==> src/trf_pkg.sv <==
// Shared types and constants of the threshold region finder.
`timescale 1ns / 1ps

package trf_pkg;

	localparam int MAX_SEQ_LEN = 4096;
	localparam int SAMPLE_BITS = 16;
	localparam int POS_W       = $clog2(MAX_SEQ_LEN) + 1;

	localparam int THR_W   = 16;
	localparam int START_W = 12;
	localparam int LEN_W   = 13;
	localparam int CNT_W   = 12;
	localparam int CIDX_W  = 2;
	localparam int CDATA_W = 16;

	localparam logic [CNT_W-1:0] COUNT_MAX = {CNT_W{1'b1}};

	localparam int QDEPTH = 4;
	localparam int QPTR_W = $clog2(QDEPTH);
	localparam int QCNT_W = $clog2(QDEPTH + 1);

	typedef enum logic [CIDX_W-1:0] {
		CFG_LEVEL_THRESHOLD  = 2'd0,
		CFG_MIN_RUN_LENGTH   = 2'd1,
		CFG_MAX_RUN_LENGTH   = 2'd2,
		CFG_MIN_REGION_COUNT = 2'd3
	} cfg_idx_t;

	localparam logic KIND_REGION  = 1'b0;
	localparam logic KIND_VERDICT = 1'b1;

	typedef struct packed {
		logic signed [THR_W-1:0] level_threshold;
		logic [LEN_W-1:0]        min_run_length;
		logic [LEN_W-1:0]        max_run_length;
		logic [CNT_W-1:0]        min_region_count;
	} cfg_t;

	// One classified sample as it travels through the queue.
	typedef struct packed {
		logic above;
		logic eos;
	} class_t;

	typedef struct packed {
		logic               kind;
		logic [START_W-1:0] start;
		logic [LEN_W-1:0]   length;
		logic [START_W-1:0] offset;
		logic [CNT_W-1:0]   count;
		logic               enough;
		logic               too_long;
		logic               last;
	} result_t;

endpackage

==> src/threshold_region_finder_top.sv <==
// Top level of the threshold region finder: configuration registers and wiring.
`timescale 1ns / 1ps

// Takes one signed Q8.8 sample per cycle while in_ready is high and reports
// each maximal run at or above level_threshold whose length lies within
// [min_run_length, max_run_length], followed by a verdict at the end of each
// sequence. The front end compares the sample and pushes its class into a
// four-entry queue in the same cycle; the back end drains one queue entry per
// cycle into a single output register unless out_ready or a verdict stalls it.
// Sustained rate is one sample per cycle unless the output stalls; an
// end-of-sequence sample that also closes a reported region yields two results
// in turn in the output register, which the queue absorbs. Configuration
// writes are taken every cycle and should be made only while the block is idle.
module threshold_region_finder_top import trf_pkg::*; (
	input  logic                          clk,
	input  logic                          arst_n,
	input  logic                          cfg_valid,
	output logic                          cfg_ready,
	input  logic [CIDX_W-1:0]             cfg_index,
	input  logic [CDATA_W-1:0]            cfg_data,
	input  logic                          in_valid,
	output logic                          in_ready,
	input  logic signed [SAMPLE_BITS-1:0] sample,
	input  logic                          end_of_sequence,
	output logic                          out_valid,
	input  logic                          out_ready,
	output logic                          result_kind,
	output logic [START_W-1:0]            region_start,
	output logic [LEN_W-1:0]              region_length,
	output logic [START_W-1:0]            region_offset,
	output logic [CNT_W-1:0]              region_count,
	output logic                          enough_regions,
	output logic                          too_long,
	output logic                          last_result
);

	cfg_t    cfg_q;
	logic    head_valid;
	class_t  head;
	logic    pop;
	result_t res;

	assign cfg_ready = 1'b1;

	always_ff @(posedge clk or negedge arst_n) begin
		if (!arst_n) begin
			cfg_q.level_threshold  <= '0;
			cfg_q.min_run_length   <= LEN_W'(1);
			cfg_q.max_run_length   <= LEN_W'(MAX_SEQ_LEN);
			cfg_q.min_region_count <= '0;
		end else if (cfg_valid && cfg_ready) begin
			case (cfg_idx_t'(cfg_index))
				CFG_LEVEL_THRESHOLD:  cfg_q.level_threshold  <= cfg_data[THR_W-1:0];
				CFG_MIN_RUN_LENGTH:   cfg_q.min_run_length   <= cfg_data[LEN_W-1:0];
				CFG_MAX_RUN_LENGTH:   cfg_q.max_run_length   <= cfg_data[LEN_W-1:0];
				CFG_MIN_REGION_COUNT: cfg_q.min_region_count <= cfg_data[CNT_W-1:0];
				default:              cfg_q <= cfg_q;
			endcase
		end
	end

	trf_front u_front (
		.clk             (clk),
		.arst_n          (arst_n),
		.in_valid        (in_valid),
		.in_ready        (in_ready),
		.sample          (sample),
		.end_of_sequence (end_of_sequence),
		.level_threshold (cfg_q.level_threshold),
		.pop             (pop),
		.head_valid      (head_valid),
		.head            (head)
	);

	trf_back u_back (
		.clk        (clk),
		.arst_n     (arst_n),
		.cfg        (cfg_q),
		.head_valid (head_valid),
		.head       (head),
		.pop        (pop),
		.out_valid  (out_valid),
		.out_ready  (out_ready),
		.res        (res)
	);

	assign result_kind    = res.kind;
	assign region_start   = res.start;
	assign region_length  = res.length;
	assign region_offset  = res.offset;
	assign region_count   = res.count;
	assign enough_regions = res.enough;
	assign too_long       = res.too_long;
	assign last_result    = res.last;

endmodule

==> src/trf_front.sv <==
// Front end: accepts samples, compares against the threshold, queues the class.
`timescale 1ns / 1ps

module trf_front import trf_pkg::*; (
	input  logic                          clk,
	input  logic                          arst_n,
	input  logic                          in_valid,
	output logic                          in_ready,
	input  logic signed [SAMPLE_BITS-1:0] sample,
	input  logic                          end_of_sequence,
	input  logic signed [THR_W-1:0]       level_threshold,
	input  logic                          pop,
	output logic                          head_valid,
	output class_t                        head
);

	class_t            queue_q [QDEPTH];
	logic [QPTR_W-1:0] wr_ptr_q;
	logic [QPTR_W-1:0] rd_ptr_q;
	logic [QCNT_W-1:0] count_q;
	logic              push;
	logic              do_pop;
	class_t            cls;

	assign in_ready   = (count_q != QCNT_W'(QDEPTH));
	assign push       = in_valid && in_ready;
	assign head_valid = (count_q != '0);
	assign do_pop     = pop && head_valid;
	assign head       = queue_q[rd_ptr_q];

	always_comb begin
		cls.above = (sample >= level_threshold);
		cls.eos   = end_of_sequence;
	end

	always_ff @(posedge clk) begin
		if (push) begin
			queue_q[wr_ptr_q] <= cls;
		end
	end

	always_ff @(posedge clk or negedge arst_n) begin
		if (!arst_n) begin
			wr_ptr_q <= '0;
			rd_ptr_q <= '0;
			count_q  <= '0;
		end else begin
			if (push) begin
				wr_ptr_q <= wr_ptr_q + 1'b1;
			end
			if (do_pop) begin
				rd_ptr_q <= rd_ptr_q + 1'b1;
			end
			case ({push, do_pop})
				2'b10:   count_q <= count_q + 1'b1;
				2'b01:   count_q <= count_q - 1'b1;
				default: count_q <= count_q;
			endcase
		end
	end

endmodule

==> src/trf_back.sv <==
// Back end: run tracking, region reports, verdicts and the output register.
`timescale 1ns / 1ps

module trf_back import trf_pkg::*; (
	input  logic    clk,
	input  logic    arst_n,
	input  cfg_t    cfg,
	input  logic    head_valid,
	input  class_t  head,
	output logic    pop,
	output logic    out_valid,
	input  logic    out_ready,
	output result_t res
);

	logic [POS_W-1:0]   position_q;
	logic               in_run_q;
	logic [START_W-1:0] run_start_q;
	logic [LEN_W-1:0]   run_length_q;
	logic [START_W-1:0] first_start_q;
	logic [CNT_W-1:0]   regions_q;
	logic               overflowed_q;
	logic               verdict_pending_q;
	logic               out_valid_q;
	result_t            res_q;

	logic               advance;
	logic               valid_pos;
	logic               s_in_run;
	logic [START_W-1:0] s_start;
	logic [LEN_W-1:0]   s_len;
	logic               s_ovf;
	logic               closing;
	logic               report;
	logic [START_W-1:0] n_first;
	logic [START_W-1:0] n_offset;
	logic [CNT_W-1:0]   n_regions;

	assign advance   = !out_valid_q || out_ready;
	assign pop       = advance && !verdict_pending_q && head_valid;
	assign out_valid = out_valid_q;
	assign res       = res_q;

	always_comb begin
		valid_pos = (position_q < POS_W'(MAX_SEQ_LEN));
		s_in_run  = in_run_q;
		s_start   = run_start_q;
		s_len     = run_length_q;
		s_ovf     = overflowed_q || !valid_pos;
		if (valid_pos && head.above) begin
			if (!in_run_q) begin
				s_in_run = 1'b1;
				s_start  = position_q[START_W-1:0];
				s_len    = LEN_W'(1);
			end else begin
				s_len = run_length_q + 1'b1;
			end
		end
		// A sample below threshold and the sequence end both close the same run.
		closing = (valid_pos && !head.above) || head.eos;
		report  = closing && s_in_run && (s_len != '0) &&
			(s_len >= cfg.min_run_length) && (s_len <= cfg.max_run_length);
		n_first   = first_start_q;
		n_offset  = '0;
		n_regions = regions_q;
		if (report) begin
			if (regions_q == '0) begin
				n_first = s_start;
			end else begin
				n_offset = s_start - first_start_q;
			end
			if (regions_q != COUNT_MAX) begin
				n_regions = regions_q + 1'b1;
			end
		end
	end

	always_ff @(posedge clk) begin
		if (advance) begin
			if (verdict_pending_q) begin
				res_q <= '{kind: KIND_VERDICT, start: '0, length: '0, offset: '0,
					count: regions_q, enough: (regions_q >= cfg.min_region_count),
					too_long: overflowed_q, last: 1'b1};
			end else if (report) begin
				// Hold back the last mark when a verdict follows.
				res_q <= '{kind: KIND_REGION, start: s_start, length: s_len,
					offset: n_offset, count: n_regions, enough: 1'b0,
					too_long: 1'b0, last: !head.eos};
			end else begin
				res_q <= '{kind: KIND_VERDICT, start: '0, length: '0, offset: '0,
					count: n_regions, enough: (n_regions >= cfg.min_region_count),
					too_long: s_ovf, last: 1'b1};
			end
		end
	end

	always_ff @(posedge clk or negedge arst_n) begin
		if (!arst_n) begin
			position_q        <= '0;
			in_run_q          <= 1'b0;
			run_start_q       <= '0;
			run_length_q      <= '0;
			first_start_q     <= '0;
			regions_q         <= '0;
			overflowed_q      <= 1'b0;
			verdict_pending_q <= 1'b0;
			out_valid_q       <= 1'b0;
		end else if (advance) begin
			if (verdict_pending_q) begin
				out_valid_q       <= 1'b1;
				verdict_pending_q <= 1'b0;
				position_q        <= '0;
				first_start_q     <= '0;
				regions_q         <= '0;
				overflowed_q      <= 1'b0;
			end else if (head_valid) begin
				out_valid_q <= report || head.eos;
				if (head.eos && !report) begin
					position_q    <= '0;
					in_run_q      <= 1'b0;
					run_start_q   <= '0;
					run_length_q  <= '0;
					first_start_q <= '0;
					regions_q     <= '0;
					overflowed_q  <= 1'b0;
				end else begin
					verdict_pending_q <= head.eos;
					if (valid_pos) begin
						position_q <= position_q + 1'b1;
					end
					overflowed_q  <= s_ovf;
					first_start_q <= n_first;
					regions_q     <= n_regions;
					if (closing) begin
						in_run_q     <= 1'b0;
						run_start_q  <= '0;
						run_length_q <= '0;
					end else begin
						in_run_q     <= s_in_run;
						run_start_q  <= s_start;
						run_length_q <= s_len;
					end
				end
			end else begin
				out_valid_q <= 1'b0;
			end
		end
	end

endmodule

==> config.mk <==
export PLATFORM = sky130hd
export DESIGN_NAME = threshold_region_finder_top
export DESIGN_NICKNAME = d
export VERILOG_FILES = /design/src/trf_pkg.sv /design/src/threshold_region_finder_top.sv /design/src/trf_front.sv /design/src/trf_back.sv
export SDC_FILE = /design/constraint.sdc
export NUM_CORES = 1
export LEC_CHECK = 0
export CORE_MARGIN = 4
export CORE_UTILIZATION = 46
export DETAILED_ROUTE_END_ITERATION = 10
export DONT_BUFFER_PORTS = 1
export GPL_TIMING_DRIVEN = 1
export PLACE_DENSITY = 0.72
export SLEW_MARGIN = 20
export SYNTH_ARGS = -nofsm -noshare
export SYNTH_HDL_FRONTEND = slang
export SYNTH_SLANG_ARGS = --single-unit
==> constraint.sdc <==
create_clock -name clk -period 6.7 [get_ports clk]
set_input_delay 0 -clock clk [delete_from_list [all_inputs] [get_ports clk]]
set_output_delay 0 -clock clk [all_outputs]
set_load 0.02 [all_outputs]
After elaboration in Yosys (flattened, before gate mapping)
Memory sizes are Yosys's and may differ from the RTL's.
Cells that the tools add are included.
Word-level totals
  register bits: 180
  output and inout port bits: 56
  word-level logic and storage cells: 127
  memory bits (writable): 8
  memories kept: 1
Memory list
  u_front.queue_q: depth 4, bits a word 2, rd ports 1, clocked after memory_dff 0, wr ports 1, RTL line trf_front.sv:17  | class_t queue_q [QDEPTH];
Operators by class
  muxes and demuxes: 39
  order comparisons: 6
  reduce and logical (&&, ||, !) cells: 40
  bitwise gates (word level): 2
  equal/unequal tests: 7
  $add $sub $neg: 8
Operators by type and width (count)
  two-way mux 12 bit: 15
  two-way mux 13 bit: 8
  two-way mux 53 bit: 1
  adder 13 x 1 -> 13 bit, second input constant: 2
  greater-or-equal comparator 12 bit: 2
  greater-or-equal comparator 16 bit: 1
  two-way mux 15 bit: 1
  greater-or-equal comparator 13 bit: 1
  less-or-equal comparator 13 bit: 1
  < comparator 13 bit, second input constant: 1
  two-way mux 1 bit: 13
  nonzero test 13 bit: 1
  adder 12 x 1 -> 12 bit, second input constant: 1
  logical NOT 12 bit: 1
  inequality test 12 bit, second input constant: 1
  nonzero test 3 bit: 4
  subtractor 12 bit: 1
  logical AND 1 bit: 11
  AND reduction 2 bit: 5
  == test 2 bit, second input constant: 3
  logical NOT 1 bit: 6
  one-hot mux 3 bit (2 select lines): 1
  AND reduction 3 bit: 2
  adder 2 x 1 -> 2 bit, second input constant: 2
  11 further kinds: 17

Longest topological paths before layout
An unclocked memory read counts as a cell.
  depth after elaboration: 13
  depth in mapped cells: 28

By module
A second synthesis with hierarchy kept.
Second synthesis, totals
  cell total of the unflattened synthesis: 1019
  area, all modules: 10928.0 um2
Modules (own cells, without submodules)
  trf_back: sequential area each 3243.1 um2, area each 7776.2 um2, cells each 798, times used 1
  threshold_region_finder_top: sequential area each 1353.8 um2, area each 2047.0 um2, cells each 118, times used 1
  trf_front: sequential area each 415.4 um2, area each 1104.8 um2, cells each 103, times used 1

Worst setup path before layout
OpenSTA, ideal clock, no wires.
  path type: register to register
  start: register u_front.rd_ptr_q[0]
  end: register u_back.res_q, in the netlist u_back.res[2] (data pin)
  cell stages (with the launch flop): 28
  period minus slack after synthesis: 5060 ps
  required time: 6419 ps
  path buffers: 3
  data arrival time: 4778 ps
  slack: 1640 ps
  library setup time: 281 ps
  cell sequence: dfrtp_1 -> mux4_2 -> nand2_1 -> buf_2 -> o21ai_0 -> a21oi_1 -> inv_1 -> ha_1 -> nand4_1 -> nor3_1 -> a2111o_1 -> a21oi_1 -> o31a_1 -> o21a_1 -> buf_6 -> and2_4 -> buf_6 -> xnor2_1 -> ha_1 -> nand2b_1 -> a21oi_1 -> nor2b_1 -> o21ai_0 -> a21oi_1 -> o211ai_1 -> a21oi_1 -> o31ai_1 -> a221oi_1
On the way
  elaborated cells on any way between the ends: 18
  those cells by class: order compare (3); mux (5); reduce/logical (9); memory (1)
RTL lines
  start, declared: RTL line trf_front.sv:19  | logic [QPTR_W-1:0] rd_ptr_q;
  start signal, assigned: RTL line trf_front.sv:52  | rd_ptr_q <= rd_ptr_q + 1'b1;
  memory read (4 x 2 bit) (*)
  logical AND 1 bit (*): RTL line trf_back.sv:50  | if (valid_pos && head.above) begin
  two-way mux 13 bit (*): RTL line trf_back.sv:50
  named net u_back.s_len[3]: RTL line trf_back.sv:31  | logic [LEN_W-1:0] s_len;
  branches (longest 3 deep; another with greater-or-equal comparator 13 bit)
  logical AND 1 bit (*): RTL line trf_back.sv:62  | (s_len >= cfg.min_run_length) && (s_len <= cfg.max_run_length);
  two-way mux 12 bit: RTL line trf_back.sv:66  | if (report) begin
  greater-or-equal comparator 12 bit: RTL line trf_back.sv:91  | count: n_regions, enough: (n_regions >= cfg.min_region_count),
  two-way mux 53 bit (*): RTL line trf_back.sv:84  | end else if (report) begin
  two-way mux 15 bit (*): RTL line trf_back.sv:80  | if (verdict_pending_q) begin
  end signal, assigned: RTL line trf_back.sv:81  | res_q <= '{kind: KIND_VERDICT, start: '0, length: '0, offset: '0,
  end signal, assigned: RTL line trf_back.sv:86  | res_q <= '{kind: KIND_REGION, start: s_start, length: s_len,
  end signal, assigned: RTL line trf_back.sv:90  | res_q <= '{kind: KIND_VERDICT, start: '0, length: '0, offset: '0,
  end, declared: RTL line trf_back.sv:25  | result_t res_q;
Mark *: on every way through the listed nets, which the timed path passes.
A chain may end at the register's enable or synchronous reset.

Worst setup path in the final report
Ends and elaborated chain as after synthesis.

==> run summary <==
Worst Setup Path Type: reg2reg
Fill cells: 1956
Total of hold buffers inserted after clock tree synthesis: 48
Placement Cell Area: 0.0107 mm^2
CP arrival: 6080 ps
Area overhead of the layout relative to synthesis: 12.1%
Final design area excluding fillers: 0.0118 mm^2
Sequential group share of total power: 43.7%
Endpoint kind of the worst setup timing path: flip-flop
Vias in the first global route: 7656
Hold Crit Class: in2reg
WHS: 13.9 ps
Clock Sinks: 188
Number of buffers created by CTS: 17
Final Max Slew Viols: 0
Clock Latency Late Sink: 440 ps
Synthesis warning total: 0
Gpl congestion: 0.964
Quantity of I/O buffers inserted on ports: 0
Sequential share of the synthesized area: 47.4%
Clock tree from TritonCTS: built
Clock group share of total power: 28.4%
Measured slew at the worst slew-check pin: 1020 ps
Number of H-tree levels: 4
Setup skew after layout: 11.0 ps
Die Span X: 160 um
Data required time of the worst path: 6860 ps
Diodes inserted: 0
Cell types occupying the most area after synthesis: sky130_fd_sc_hd__dfrtp_1 30%, sky130_fd_sc_hd__edfxtp_1 17%, sky130_fd_sc_hd__ha_1 10%
First-pass GRT wire length: 39400 um
Number of enable flip-flop cells after synthesis: 61
Floorplan die area: 0.0255 mm^2
Max-slew headroom: 31.4%
Synth area leader: sky130_fd_sc_hd__dfrtp_1
Cells after synthesis: 1039
#FFs+latches synth: 188
Maximum count of clock buffers along a single path: 2
Detailed Place HPWL: 16800 um
Worst hold start: cfg_index[1]
Post-synth net total: 1167
Boundary pin count: 96
Die Ht: 160 um
Std-Cell Rows: 55
Maximum capacitance violations: 0
Final-report hold violation count: 0
Cell internal power dissipation: 0.00229 W
Post-synth top flop: sky130_fd_sc_hd__dfrtp_1
Clock tree root driver cell: sky130_fd_sc_hd__clkbuf_16
Result of the run: finished, final reports clean
Static Leak: 5.31 nW
Share of the synthesized area in the top cell type: 29.6%
Launching element type of the critical path: flip-flop
Top-count cell post-synth: sky130_fd_sc_hd__dfrtp_1
Routed wire per std cell: 17.7 um
Crit Path Max Fanout: 20
Setup-failing EPs final: 0
Placeable Area: 0.0226 mm^2
FFs w/ async S/R, synth: 67.6%
Startpoint of the most critical register-to-register path: u_front.rd_ptr_q[0]
Layout cells sized above 1: 9.35%
Netlist area before placement: 0.0106 mm^2
CP startpoint: u_front.rd_ptr_q[0]
Initial antenna violation count: 0
Number of buffers inserted by post-CTS setup repair: 0
Layout Nets: 1195
Final routed wirelength across all metal layers: 24200 um
Share of the core filled with cells: 52.3%
Synthesized area per cell: 10.2 um^2
Cts repair resizes: 0
Period minus WS final: 5930 ps
Tcrit/Tclk final: 88.5%
Power density over the cells: 308 mW/mm^2
Drc violations: 0
DRT Pass-1 Iters: 5
Max Clock Freq: 169 MHz
Switching power of the nets: 0.00136 W
Vias/cell: 5.61
Peak supply drop: 0.242 mV
Number of library cell types mapped by synthesis: 73
Via count: 7663
Unrepaired setup endpoints after global routing: false
Combinational share of power: 28.0%
Starting density of the core: 46.7%
ANT nets after route: 0
Design Power: 0.00365 W
Largest net degree at the start of global routing: 128
Aggregate global-route resource usage: 19.0%
Initial DRC Count: 449
Global-route congestion overflow total: 0
Clock transition at the register clock pins on the worst setup and hold paths after CTS: 80 ps
Final TNS setup: 0 ps
Fraction of power spent switching nets: 37.2%
Leading post-synthesis cells by instance count: 125 x sky130_fd_sc_hd__dfrtp_1, 112 x sky130_fd_sc_hd__inv_1, 89 x sky130_fd_sc_hd__nand2_1
-- through the flow --
stage | std cells | setup WS [ps]
global placement | 1285 | 1120
CTS | 1365 | 859
global route | 1365 | 248
detailed placement | 1285 | 906
finish | 1365 | 774
floorplan | 1039 | 1640
-- power by group through the flow --
stage	logic (W)	registers, W	clock network, W
global route	0.00114	0.00162	0.00110
global placement	0.000925	0.00162	0
finish	0.00102	0.00160	0.00104
detailed placement	0.000948	0.00162	0
CTS	0.00101	0.00160	0.00105
floorplan	0.000769	0.00157	0
-- worst max-delay path, stage by stage, from the launching register on --
cell and delay [ps]:
sky130_fd_sc_hd__dfrtp_1 430, sky130_fd_sc_hd__mux4_2 640, sky130_fd_sc_hd__and2_4 280, sky130_fd_sc_hd__a211oi_1 560
sky130_fd_sc_hd__inv_1 150, sky130_fd_sc_hd__ha_1 310, sky130_fd_sc_hd__nand4_1 160, sky130_fd_sc_hd__nor4_1 310
sky130_fd_sc_hd__o221ai_1 150, sky130_fd_sc_hd__a21oi_1 180, sky130_fd_sc_hd__o31a_1 280, sky130_fd_sc_hd__o21a_1 160
sky130_fd_sc_hd__buf_4 230, sky130_fd_sc_hd__and2_4 250, sky130_fd_sc_hd__xnor2_1 140, sky130_fd_sc_hd__ha_1 250
sky130_fd_sc_hd__nand2b_1 140, sky130_fd_sc_hd__a21oi_1 130, sky130_fd_sc_hd__nor2b_1 50, sky130_fd_sc_hd__o21ai_0 150
sky130_fd_sc_hd__a21oi_1 90, sky130_fd_sc_hd__o211ai_1 160, sky130_fd_sc_hd__a21oi_1 80, sky130_fd_sc_hd__o31ai_1 230
sky130_fd_sc_hd__a221oi_1 110
-- cell usage in the layout (no fill, tap or decap), types with 6 or more instances in the layout --
master	instances
sky130_fd_sc_hd__nor2_1	65
sky130_fd_sc_hd__nand4_1	16
sky130_fd_sc_hd__mux2i_1	16
sky130_fd_sc_hd__nand2_1	89
sky130_fd_sc_hd__xor2_1	6
sky130_fd_sc_hd__o2bb2ai_1	15
sky130_fd_sc_hd__nand3_1	24
sky130_fd_sc_hd__edfxtp_1	61
sky130_fd_sc_hd__inv_1	111
sky130_fd_sc_hd__nand2b_1	11
sky130_fd_sc_hd__a31oi_1	11
sky130_fd_sc_hd__clkbuf_16	17
sky130_fd_sc_hd__mux2_2	43
sky130_fd_sc_hd__nor2b_1	15
sky130_fd_sc_hd__o22ai_1	6
sky130_fd_sc_hd__nor3_1	13
sky130_fd_sc_hd__dlygate4sd3_1	47
sky130_fd_sc_hd__a21oi_1	51
sky130_fd_sc_hd__ha_1	86
sky130_fd_sc_hd__o21ai_0	74
sky130_fd_sc_hd__xnor2_1	17
sky130_fd_sc_hd__dfrtp_1	125
sky130_fd_sc_hd__o21a_1	7
sky130_fd_sc_hd__o31ai_1	15
sky130_fd_sc_hd__a211oi_1	6
sky130_fd_sc_hd__and3_1	24
-- registers in the layout, summed over array words and instances, names as in the netlist --
name                      flops
u_back.out_valid              1
u_back.position_q            13
u_back.in_run_q               1
u_back.run_length_q          13
u_front.count_q               3
u_front.wr_ptr_q              2
u_front.rd_ptr_q              2
u_front.queue_q               8
u_back.verdict_pending_q      1
cfg_q                        54
u_back.res                   53
u_back.first_start_q         12
u_back.overflowed_q           1
u_back.run_start_q           12
u_back.regions_q             12
-- cell families after synthesis --
family	share of synthesized area, %
adders and majority gates	10.6
AOI/OAI and AO/OA	13.6
and+or+nand+nor	13.8
muxes	6.56
other	0.0355
buffers and inverters	6.17
xor gates and xnor gates	1.91
DFF	47.4
-- path summary, 6_finish.rpt --
| path | cells past startpoint | to | slack [ps] |
|---|---|---|---|
| min in group asynchronous | 2 | u_back.regions_q[0] | 200 |
| hold reg to reg | 2 | u_back.run_start_q[7] | 480 |
| hold / removal | 4 | cfg_q[50] | 10 |
| max in group asynchronous | 2 | u_back.first_start_q[10] | 6050 |
| setup / recovery | 24 | u_back.res[2] | 770 |
| setup reg to reg | 24 | u_back.res[2] | 770 |
-- layer usage --
layer / GRT usage (%) / share of wire, % / routed length (um)
met5: 0 / 0 / 0
met2: 31.8 / 49 / 11900
met1: 24.7 / 44 / 10600
met3: 3.44 / 4.1 / 1000
met4: 7.14 / 2.5 / 612
-- layout make-up --
class,count,area [um^2],area share (%)
flip-flops and latches,188,5010,42.3
multi-input cells,693,4910,41.5
repair buffers,53,536,4.52
clock buffers,18,429,3.62
inverters,114,428,3.61
well taps,285,357,3.01
clock inverters,14,174,1.47
Note: power is estimated with default switching activity, not from simulation.
